==> config.mk <==
export PLATFORM = sky130hd
export DESIGN_NAME = timed_serial_frame_sender
export DESIGN_NICKNAME = d
export VERILOG_FILES = /design/src/hdl/tfs_pkg.sv /design/src/hdl/tfs_core.sv /design/src/hdl/timed_serial_frame_sender.sv
export SDC_FILE = /design/constraint.sdc
export NUM_CORES = 1
export LEC_CHECK = 0
export ABC_AREA = 1
export BUFFER_PORTS_ARGS = -buffer_cell sky130_fd_sc_hd__buf_2
export CAP_MARGIN = 10
export CORE_MARGIN = 3
export CORE_UTILIZATION = 30
export DETAILED_ROUTE_END_ITERATION = 10
export PLACE_DENSITY_LB_ADDON = 0.12
export SLEW_MARGIN = 25
export SYNTH_ARGS = -nofsm -noshare
export SYNTH_HDL_FRONTEND = slang
export SYNTH_HIERARCHICAL = 1
export SYNTH_SLANG_ARGS = --single-unit
==> constraint.sdc <==
create_clock -name clock -period 3.8 [get_ports clock]
set_input_delay 0.38 -clock clock [delete_from_list [all_inputs] [get_ports clock]]
set_output_delay 0.38 -clock clock [all_outputs]
set_load 0.01 [all_outputs]
==> src/hdl/tfs_pkg.sv <==
// Package for the timed serial frame sender.
// Holds register widths, reset values, register indexes, phase codes and shared types.
// No dependencies.
`default_nettype none

package tfs_pkg;

   // Register widths.
   localparam int TickStepW   = 16;
   localparam int BitPeriodW  = 24;
   localparam int IdlePeriodW = 26;
   localparam int ValueBytesW = 64;
   localparam int ValueCountW = 4;
   localparam int ElapsedW    = 32;
   localparam int BitCountW   = 4;
   localparam int BytePtrW    = 3;
   localparam int PhaseW      = 3;

   // Configuration port geometry.
   localparam int CsrAddrW = 3;
   localparam int CsrDataW = 64;

   // Stream payload widths.
   localparam int ReqDataW = 8;
   localparam int RspDataW = 8;

   // Parameter defaults.
   localparam int DefMaxBytes = 8;
   localparam int DefDataBits = 8;

   // Register reset values.
   localparam logic [TickStepW-1:0]   TickStepReset   = 16'd1707;
   localparam logic [BitPeriodW-1:0]  BitPeriodReset  = 24'd250000;
   localparam logic [IdlePeriodW-1:0] IdlePeriodReset = 26'd2000000;
   localparam logic [ValueBytesW-1:0] ValueBytesReset = 64'd197890;
   localparam logic [ValueCountW-1:0] ValueCountReset = 4'd3;

   // Register indexes on the configuration port.
   localparam logic [CsrAddrW-1:0] REG_TICK_STEP   = 3'd0;
   localparam logic [CsrAddrW-1:0] REG_BIT_PERIOD  = 3'd1;
   localparam logic [CsrAddrW-1:0] REG_IDLE_PERIOD = 3'd2;
   localparam logic [CsrAddrW-1:0] REG_VALUE_BYTES = 3'd3;
   localparam logic [CsrAddrW-1:0] REG_VALUE_COUNT = 3'd4;

   // Phase codes as reported on the result channel.
   localparam logic [PhaseW-1:0] PH_IDLE  = 3'd0;
   localparam logic [PhaseW-1:0] PH_START = 3'd1;
   localparam logic [PhaseW-1:0] PH_DATA  = 3'd2;
   localparam logic [PhaseW-1:0] PH_STOP  = 3'd3;
   localparam logic [PhaseW-1:0] PH_DONE  = 3'd4;

   // Sequencer states, one-hot.
   typedef enum logic [4:0] {
      ST_IDLE  = 5'b00001,
      ST_START = 5'b00010,
      ST_DATA  = 5'b00100,
      ST_STOP  = 5'b01000,
      ST_DONE  = 5'b10000
   } state_type;

   // Configuration register set.
   typedef struct packed {
      logic [TickStepW-1:0]   tick_step_us;
      logic [BitPeriodW-1:0]  bit_period_us;
      logic [IdlePeriodW-1:0] idle_period_us;
      logic [ValueBytesW-1:0] value_bytes;
      logic [ValueCountW-1:0] value_count;
   } cfg_type;

   // One result item.
   typedef struct packed {
      logic              line_level;
      logic [PhaseW-1:0] phase;
      logic              done_res;
   } result_type;

endpackage

`default_nettype wire

==> src/hdl/tfs_core.sv <==
// Sequencer of the timed serial frame sender: elapsed-time counter and frame state.
// Works out the state after one tick and presents it as the result of that transfer.
// Depends on tfs_pkg.
`default_nettype none

module tfs_core
   import tfs_pkg::*;
#(
   parameter int MAX_BYTES = DefMaxBytes,
   parameter int DATA_BITS = DefDataBits
) (
   input  wire logic       clock,
   input  wire logic       reset,
   input  wire cfg_type    cfg,
   input  wire logic       step_en,   // an input transfer takes place
   input  wire logic       advance,   // the transfer carries a timer tick
   output      result_type result     // state after this transfer
);

   logic [ElapsedW-1:0]  elapsed_ff, elapsed_in;
   state_type            state_ff, state_in;
   logic [BitCountW-1:0] bit_cnt_ff, bit_cnt_in;
   logic [BytePtrW-1:0]  byte_ptr_ff, byte_ptr_in;
   logic                 line_ff, line_in;

   logic [ElapsedW:0]      sum;
   logic [ElapsedW-1:0]    elapsed_sat;
   logic [ElapsedW-1:0]    period;
   logic                   period_hit;
   logic [ValueCountW-1:0] eff_count;
   logic [ValueCountW-1:0] next_ptr;
   logic [BitCountW-1:0]   bit_cnt_inc;
   logic                   live;

   // Saturating elapsed-time sum and the period of the current phase.
   always_comb begin
      sum         = {1'b0, elapsed_ff} + {{(ElapsedW+1-TickStepW){1'b0}}, cfg.tick_step_us};
      elapsed_sat = sum[ElapsedW] ? {ElapsedW{1'b1}} : sum[ElapsedW-1:0];
      if (state_ff == ST_IDLE) begin
         period = {{(ElapsedW-IdlePeriodW){1'b0}}, cfg.idle_period_us};
      end else begin
         period = {{(ElapsedW-BitPeriodW){1'b0}}, cfg.bit_period_us};
      end
      period_hit = (elapsed_sat >= period);
      live       = step_en && advance && (state_ff != ST_DONE);
   end

   // Byte count clamped to one up to the table size.
   always_comb begin
      if (cfg.value_count == '0) begin
         eff_count = ValueCountW'(1);
      end else if (cfg.value_count > ValueCountW'(MAX_BYTES)) begin
         eff_count = ValueCountW'(MAX_BYTES);
      end else begin
         eff_count = cfg.value_count;
      end
      next_ptr    = {1'b0, byte_ptr_ff} + ValueCountW'(1);
      bit_cnt_inc = bit_cnt_ff + BitCountW'(1);
   end

   // Next state of the frame sequencer.
   always_comb begin
      elapsed_in  = elapsed_ff;
      state_in    = state_ff;
      bit_cnt_in  = bit_cnt_ff;
      byte_ptr_in = byte_ptr_ff;
      line_in     = line_ff;
      if (live) begin
         if (!period_hit) begin
            elapsed_in = elapsed_sat;
         end else begin
            elapsed_in = '0;
            unique case (state_ff)
               ST_IDLE: begin
                  state_in = ST_START;
                  line_in  = 1'b0;
               end
               ST_START: begin
                  state_in   = ST_DATA;
                  bit_cnt_in = '0;
                  line_in    = cfg.value_bytes[{byte_ptr_ff, 3'd0}];
               end
               ST_DATA: begin
                  if (bit_cnt_inc < BitCountW'(DATA_BITS)) begin
                     bit_cnt_in = bit_cnt_inc;
                     line_in    = cfg.value_bytes[{byte_ptr_ff, bit_cnt_inc[2:0]}];
                  end else begin
                     bit_cnt_in = '0;
                     state_in   = ST_STOP;
                     line_in    = 1'b1;
                  end
               end
               ST_STOP: begin
                  if (next_ptr < eff_count) begin
                     byte_ptr_in = next_ptr[BytePtrW-1:0];
                     state_in    = ST_START;
                     line_in     = 1'b0;
                  end else begin
                     state_in = ST_DONE;
                     line_in  = 1'b1;
                  end
               end
               default: begin
                  state_in = ST_DONE;
               end
            endcase
         end
      end
   end

   // State registers.
   always_ff @(posedge clock) begin
      if (reset) begin
         elapsed_ff  <= '0;
         state_ff    <= ST_IDLE;
         bit_cnt_ff  <= '0;
         byte_ptr_ff <= '0;
         line_ff     <= 1'b1;
      end else begin
         elapsed_ff  <= elapsed_in;
         state_ff    <= state_in;
         bit_cnt_ff  <= bit_cnt_in;
         byte_ptr_ff <= byte_ptr_in;
         line_ff     <= line_in;
      end
   end

   // Result of the transfer, taken from the updated state.
   always_comb begin
      result.done_res   = (state_in == ST_DONE);
      result.line_level = result.done_res ? 1'b1 : line_in;
      unique case (state_in)
         ST_IDLE:  result.phase = PH_IDLE;
         ST_START: result.phase = PH_START;
         ST_DATA:  result.phase = PH_DATA;
         ST_STOP:  result.phase = PH_STOP;
         default:  result.phase = PH_DONE;
      endcase
   end

endmodule

`default_nettype wire

==> src/hdl/timed_serial_frame_sender.sv <==
// Top level of the timed serial frame sender: configuration registers and result register.
// Depends on tfs_pkg and tfs_core.
//
// Usage. Each transfer on the req_ stream is one step of a timer; with bit 0 of
// req_tdata set, tick_step_us microseconds pass, otherwise no time passes. The
// block holds the serial line high for idle_period_us, then sends each byte of
// value_bytes (byte zero first, value_count bytes clamped to 1..MAX_BYTES) as a low start bit, the
// data bits least significant first and a high stop bit, each bit_period_us long.
// After the last stop bit it stays finished, line high, until reset.
// Every req_ transfer yields exactly one rsp_ transfer carrying the line level,
// phase and done flag after that step.
// The result is registered and is on rsp_ in the cycle after the req_ transfer.
// Throughput: one item per cycle; the result register is refilled in the same
// cycle that its content is taken, so req_tready falls only while a result
// waits and rsp_tready is low.
// Reset (synchronous, active high) loads the register reset values, returns to
// the idle phase with the line high and empties the result register.
// Configuration is written on csr_ with no handshake; indexes 5 to 7 are ignored.
`default_nettype none

module timed_serial_frame_sender
   import tfs_pkg::*;
#(
   parameter int MAX_BYTES = DefMaxBytes,
   parameter int DATA_BITS = DefDataBits
) (
   input  wire logic                clock,
   input  wire logic                reset,
   // Input stream.
   input  wire logic                req_tvalid,
   output      logic                req_tready,
   input  wire logic [ReqDataW-1:0] req_tdata,   // [0] advance, [7:1] zero
   // Result stream.
   output      logic                rsp_tvalid,
   input  wire logic                rsp_tready,
   output      logic [RspDataW-1:0] rsp_tdata,   // [0] line_level, [3:1] phase, [4] done_res
   // Configuration writes.
   input  wire logic                csr_we,
   input  wire logic [CsrAddrW-1:0] csr_addr,
   input  wire logic [CsrDataW-1:0] csr_wdata
);

   cfg_type    cfg_ff;
   result_type result;
   result_type rsp_ff;
   logic       rsp_valid_ff;
   logic       req_fire;

   // Configuration registers.
   always_ff @(posedge clock) begin
      if (reset) begin
         cfg_ff.tick_step_us   <= TickStepReset;
         cfg_ff.bit_period_us  <= BitPeriodReset;
         cfg_ff.idle_period_us <= IdlePeriodReset;
         cfg_ff.value_bytes    <= ValueBytesReset;
         cfg_ff.value_count    <= ValueCountReset;
      end else if (csr_we) begin
         unique case (csr_addr)
            REG_TICK_STEP:   cfg_ff.tick_step_us   <= csr_wdata[TickStepW-1:0];
            REG_BIT_PERIOD:  cfg_ff.bit_period_us  <= csr_wdata[BitPeriodW-1:0];
            REG_IDLE_PERIOD: cfg_ff.idle_period_us <= csr_wdata[IdlePeriodW-1:0];
            REG_VALUE_BYTES: cfg_ff.value_bytes    <= csr_wdata[ValueBytesW-1:0];
            REG_VALUE_COUNT: cfg_ff.value_count    <= csr_wdata[ValueCountW-1:0];
            default: ;
         endcase
      end
   end

   // Accept a new item whenever the result register is empty or being emptied.
   assign req_tready = !rsp_valid_ff || rsp_tready;
   assign req_fire   = req_tvalid && req_tready;

   tfs_core #(
      .MAX_BYTES (MAX_BYTES),
      .DATA_BITS (DATA_BITS)
   ) u_core (
      .clock   (clock),
      .reset   (reset),
      .cfg     (cfg_ff),
      .step_en (req_fire),
      .advance (req_tdata[0]),
      .result  (result)
   );

   // Result register.
   always_ff @(posedge clock) begin
      if (reset) begin
         rsp_valid_ff <= 1'b0;
      end else if (req_fire) begin
         rsp_valid_ff <= 1'b1;
      end else if (rsp_tready) begin
         rsp_valid_ff <= 1'b0;
      end
   end

   always_ff @(posedge clock) begin
      if (req_fire) begin
         rsp_ff <= result;
      end
   end

   assign rsp_tvalid = rsp_valid_ff;
   assign rsp_tdata  = {3'b000, rsp_ff.done_res, rsp_ff.phase, rsp_ff.line_level};

endmodule

`default_nettype wire

==> results.sh <==
export IMPL_p_sw_share_pct=26.2
export IMPL_cts_tree="yes"
export IMPL_via_per_inst=4.65
export IMPL_final_instance_count_excl_fill=2278
export IMPL_period_share_pct=103
export IMPL_ys_seq_area_share_pct=34.5
export IMPL_critical_path_arrival_ns=4.11
export IMPL_grt_pass1_wl_mm=53.5
export IMPL_layout_nets=1938
export IMPL_seq_power_share_pct=44.1
export IMPL_yosysTopAreaCell="dfxtp_1"
export IMPL_grt_max_degree=85
export IMPL_maxSlewHeadroom_pct=35.7
export IMPL_drtIter0Drc=680
export IMPL_ys_ff_latch=184
export IMPL_antenna_found_initial=0
export IMPL_drv_cap=0
export IMPL_tightest_slew_ns=0.958
export IMPL_design_area_um2=13900
export IMPL_async_flop_share_pct=0
export IMPL_fmax_ghz=0.255
export IMPL_comb_power_share_pct=14.4
export IMPL_ff2ff_setup_slack_ns=-0.12
export IMPL_ir_worst_vdd_uv=275
export IMPL_dpl_cell_area_um2=12400
export IMPL_synth_area_top_cells="dfxtp_1 (33%), nand2_1 (14%), nor2_1 (10%)"
export IMPL_diodes=0
export IMPL_cts_htree_levels=4
export IMPL_hpwl_mm=24.4
export IMPL_fp_dieArea_um2=38400
export IMPL_wl_mm=34.2
export IMPL_grt_overflow_total=0
export IMPL_core_um2=35100
export IMPL_report_final_slew_viol_count=0
export IMPL_synth_cell_types=51
export IMPL_dpl_cell_count=2232
export IMPL_p_leak_nw=6.61
export IMPL_cp_start_kind="flip-flop"
export IMPL_rr_startpoint="cfg_ff[118]"
export IMPL_detail_route_wl_per_cell_um=15.0
export IMPL_num_rows=68
export IMPL_place_gp_congestion=0.810
export IMPL_powerDensity_nw_per_um2=333
export IMPL_reg2reg_to="rsp_tdata[3]"
export IMPL_final_common_cell="nand2_1"
export IMPL_synth_main_ff_cell="dfxtp_1"
export IMPL_clock_skew_ns=0.00705
export IMPL_grt_pass1_vias=10000
export IMPL_hold_class="input port to flip-flop"
export IMPL_clkPwrFrac_pct=41.5
export IMPL_crit_required_ns=3.99
export IMPL_endpoint="rsp_tdata[3]"
export IMPL_critical_path_class="flip-flop to flip-flop"
export IMPL_io_pins=90
export IMPL_synth_edf_count=5
export IMPL_clockBufferDepth=2
export IMPL_timing_hold_ws_ns=0.171
export IMPL_start_util_pct=30.9
export IMPL_violations="negative setup slack"
export IMPL_rsz0062_at_grt="yes"
export IMPL_p_int_mw=3.41
export IMPL_syn_area_per_cell_um2=6.53
export IMPL_synth_top_area_share_pct=33.1
export IMPL_cts_root_buf="clkbuf_16"
export IMPL_cts_inserted_buffers=17
export IMPL_fin_crit_ns=3.92
export IMPL_areaGrowthSynthToFinish_pct=27.9
export IMPL_num_vias=10600
export IMPL_reg2reg_depth=27
export IMPL_die_x_um=196
export IMPL_startpoint="cfg_ff[118]"
export IMPL_ant_nets=0
export IMPL_drcViolationCount=0
export IMPL_status="finished with violations"
export IMPL_worstPathMaxFanout=6
export IMPL_syn_inst=1659
export IMPL_syn_area_um2=10800
export IMPL_end_kind="flip-flop"
export IMPL_cts_sinks=184
export IMPL_cts_hold_buffers=0
export IMPL_setup_violations=31
export IMPL_switchingPower_mw=1.21
export IMPL_die_h_um=196
export IMPL_io_buffers=79
export IMPL_fin_ws_ns=-0.120
export IMPL_final_layout_size_suffix_gt1_share_pct=23.0
export IMPL_track_usage_pct=17.3
export IMPL_path_clk_slew_ns=0.07
export IMPL_layout_common_cells="nand2_1 (370), nor2_1 (295), nand3_1 (180), dfxtp_1 (171), inv_1 (152)"
export IMPL_clk_latency_ns=0.43
export IMPL_tns_ns=-1.52
export IMPL_hold_viol=0
export IMPL_dr_pass1_iters=5
export IMPL_yosysWarnings=6
## worst max-delay path, cell delays in order (launching register included)
cell and delay, ns:
dfxtp_2 0.34, ha_4 0.16, fa_2 0.35, nand2_2 0.09, nand2_2 0.07, nand3b_1 0.10, nand2_2 0.08, nand2_1 0.07
nand2_2 0.07, buf_4 0.15, a31oi_4 0.14, or2_4 0.14, nand3_2 0.09, ha_1 0.30, nand2_1 0.09, o21ai_1 0.07
nand3_1 0.07, a21oi_1 0.08, nor3_2 0.17, nand2_4 0.10, nand2_4 0.08, nand3_4 0.07, nor2_4 0.18, nor2_4 0.08
o21ai_4 0.27, nand3_2 0.10, nor2_2 0.11, nor2_1 0.04
## final cells by class
class	count	area [µm²]
Inverter	169	652
Clock inverter	12	174
Fill cell	3852	21200
Tap cell	455	569
Multi-Input combinational cell	1233	6800
Clock buffer	20	457
Sequential cell	184	3740
Timing Repair inverter	1	6.26
Timing Repair Buffer	204	1460
## cell families after synthesis
kind of cell / share of synthesized area (%)
multiplexers: 2.12
buffers and inverters: 9.05
XOR/XNOR: 1.29
other: 0.0346
AND/OR/NAND/NOR: 39.1
AO/OA/AOI/OAI: 8.29
adder cells (fa/ha/maj): 5.61
flip-flops: 34.5
## state kept, by name, indices dropped and copies added, names as in the netlist
| name | count |
|---|---|
| rsp_tdata | 5 |
| u_core/byte_ptr_ff | 3 |
| cfg_ff | 134 |
| u_core/elapsed_ff | 32 |
| u_core/state_ff | 5 |
| u_core/line_ff | 1 |
| rsp_tvalid | 1 |
| u_core/bit_cnt_ff | 3 |
## worst min path at each step
stage	start	endpoint	depth (start not counted)
3_3_place_gp	cfg_ff[5]	cfg_ff[5]	2
4_1_cts	csr_wdata[5]	cfg_ff[123]	3
6_report	csr_wdata[4]	cfg_ff[98]	3
2_1_floorplan	cfg_ff[0]	cfg_ff[0]	2
3_5_place_dp	cfg_ff[14]	cfg_ff[14]	2
5_1_grt	csr_wdata[5]	cfg_ff[123]	3
## power groups by stage
stage          combinational [mW]  clock, mW  sequential (mW)
5_1_grt                     0.749       2.04             2.04
6_report                    0.663       1.92             2.04
3_5_place_dp                0.594          0             2.08
4_1_cts                     0.637       1.98             2.04
3_3_place_gp                0.591          0             2.08
2_1_floorplan               0.387          0             2.07
## per-stage QoR
step	worst slack, ns	power (mW)	util [%]
finish	-0.120	4.62	39.5
global route	-0.369	4.83	39.5
CTS	-0.146	4.65	38.4
detailed placement	-0.295	2.67	35.3
global placement	-0.291	2.67	35.3
floorplan	-0.0217	2.45	-
## metal layers
metal | share of wire, % | track usage, % | wire length [µm]
met1 | 50 | 23.7 | 17100
met2 | 47 | 28.9 | 16000
met3 | 2.1 | 2.23 | 719
met4 | 0.86 | 4.04 | 295
met5 | 0 | 0 | 0
## repair_timing
action,4_1_cts,5_1_grt
resized for setup,84,68
pin swaps,39,40
setup endpoints to repair,39,42
gates cloned,1,3
setup buffers,7,3
## cell usage after synthesis (all sizes together) (2+ instances only)
cell and number:
a211oi 3, clkbuf 32, clkinv 2, and2 3, o221ai 5, nand2 410, xnor2 2, a21oi 63
or2 22, inv 167, nand3 194, o21bai 5, nor4 4, o21ai 61, edfxtp 5, a31oi 3
nor3 24, nand3b 2, o211ai 2, mux2i 23, xor2 14, buf 43, o22ai 17, nand4 5
ha 47, nor2 316, dfxtp 179
(Power assumes the default switching activity.)
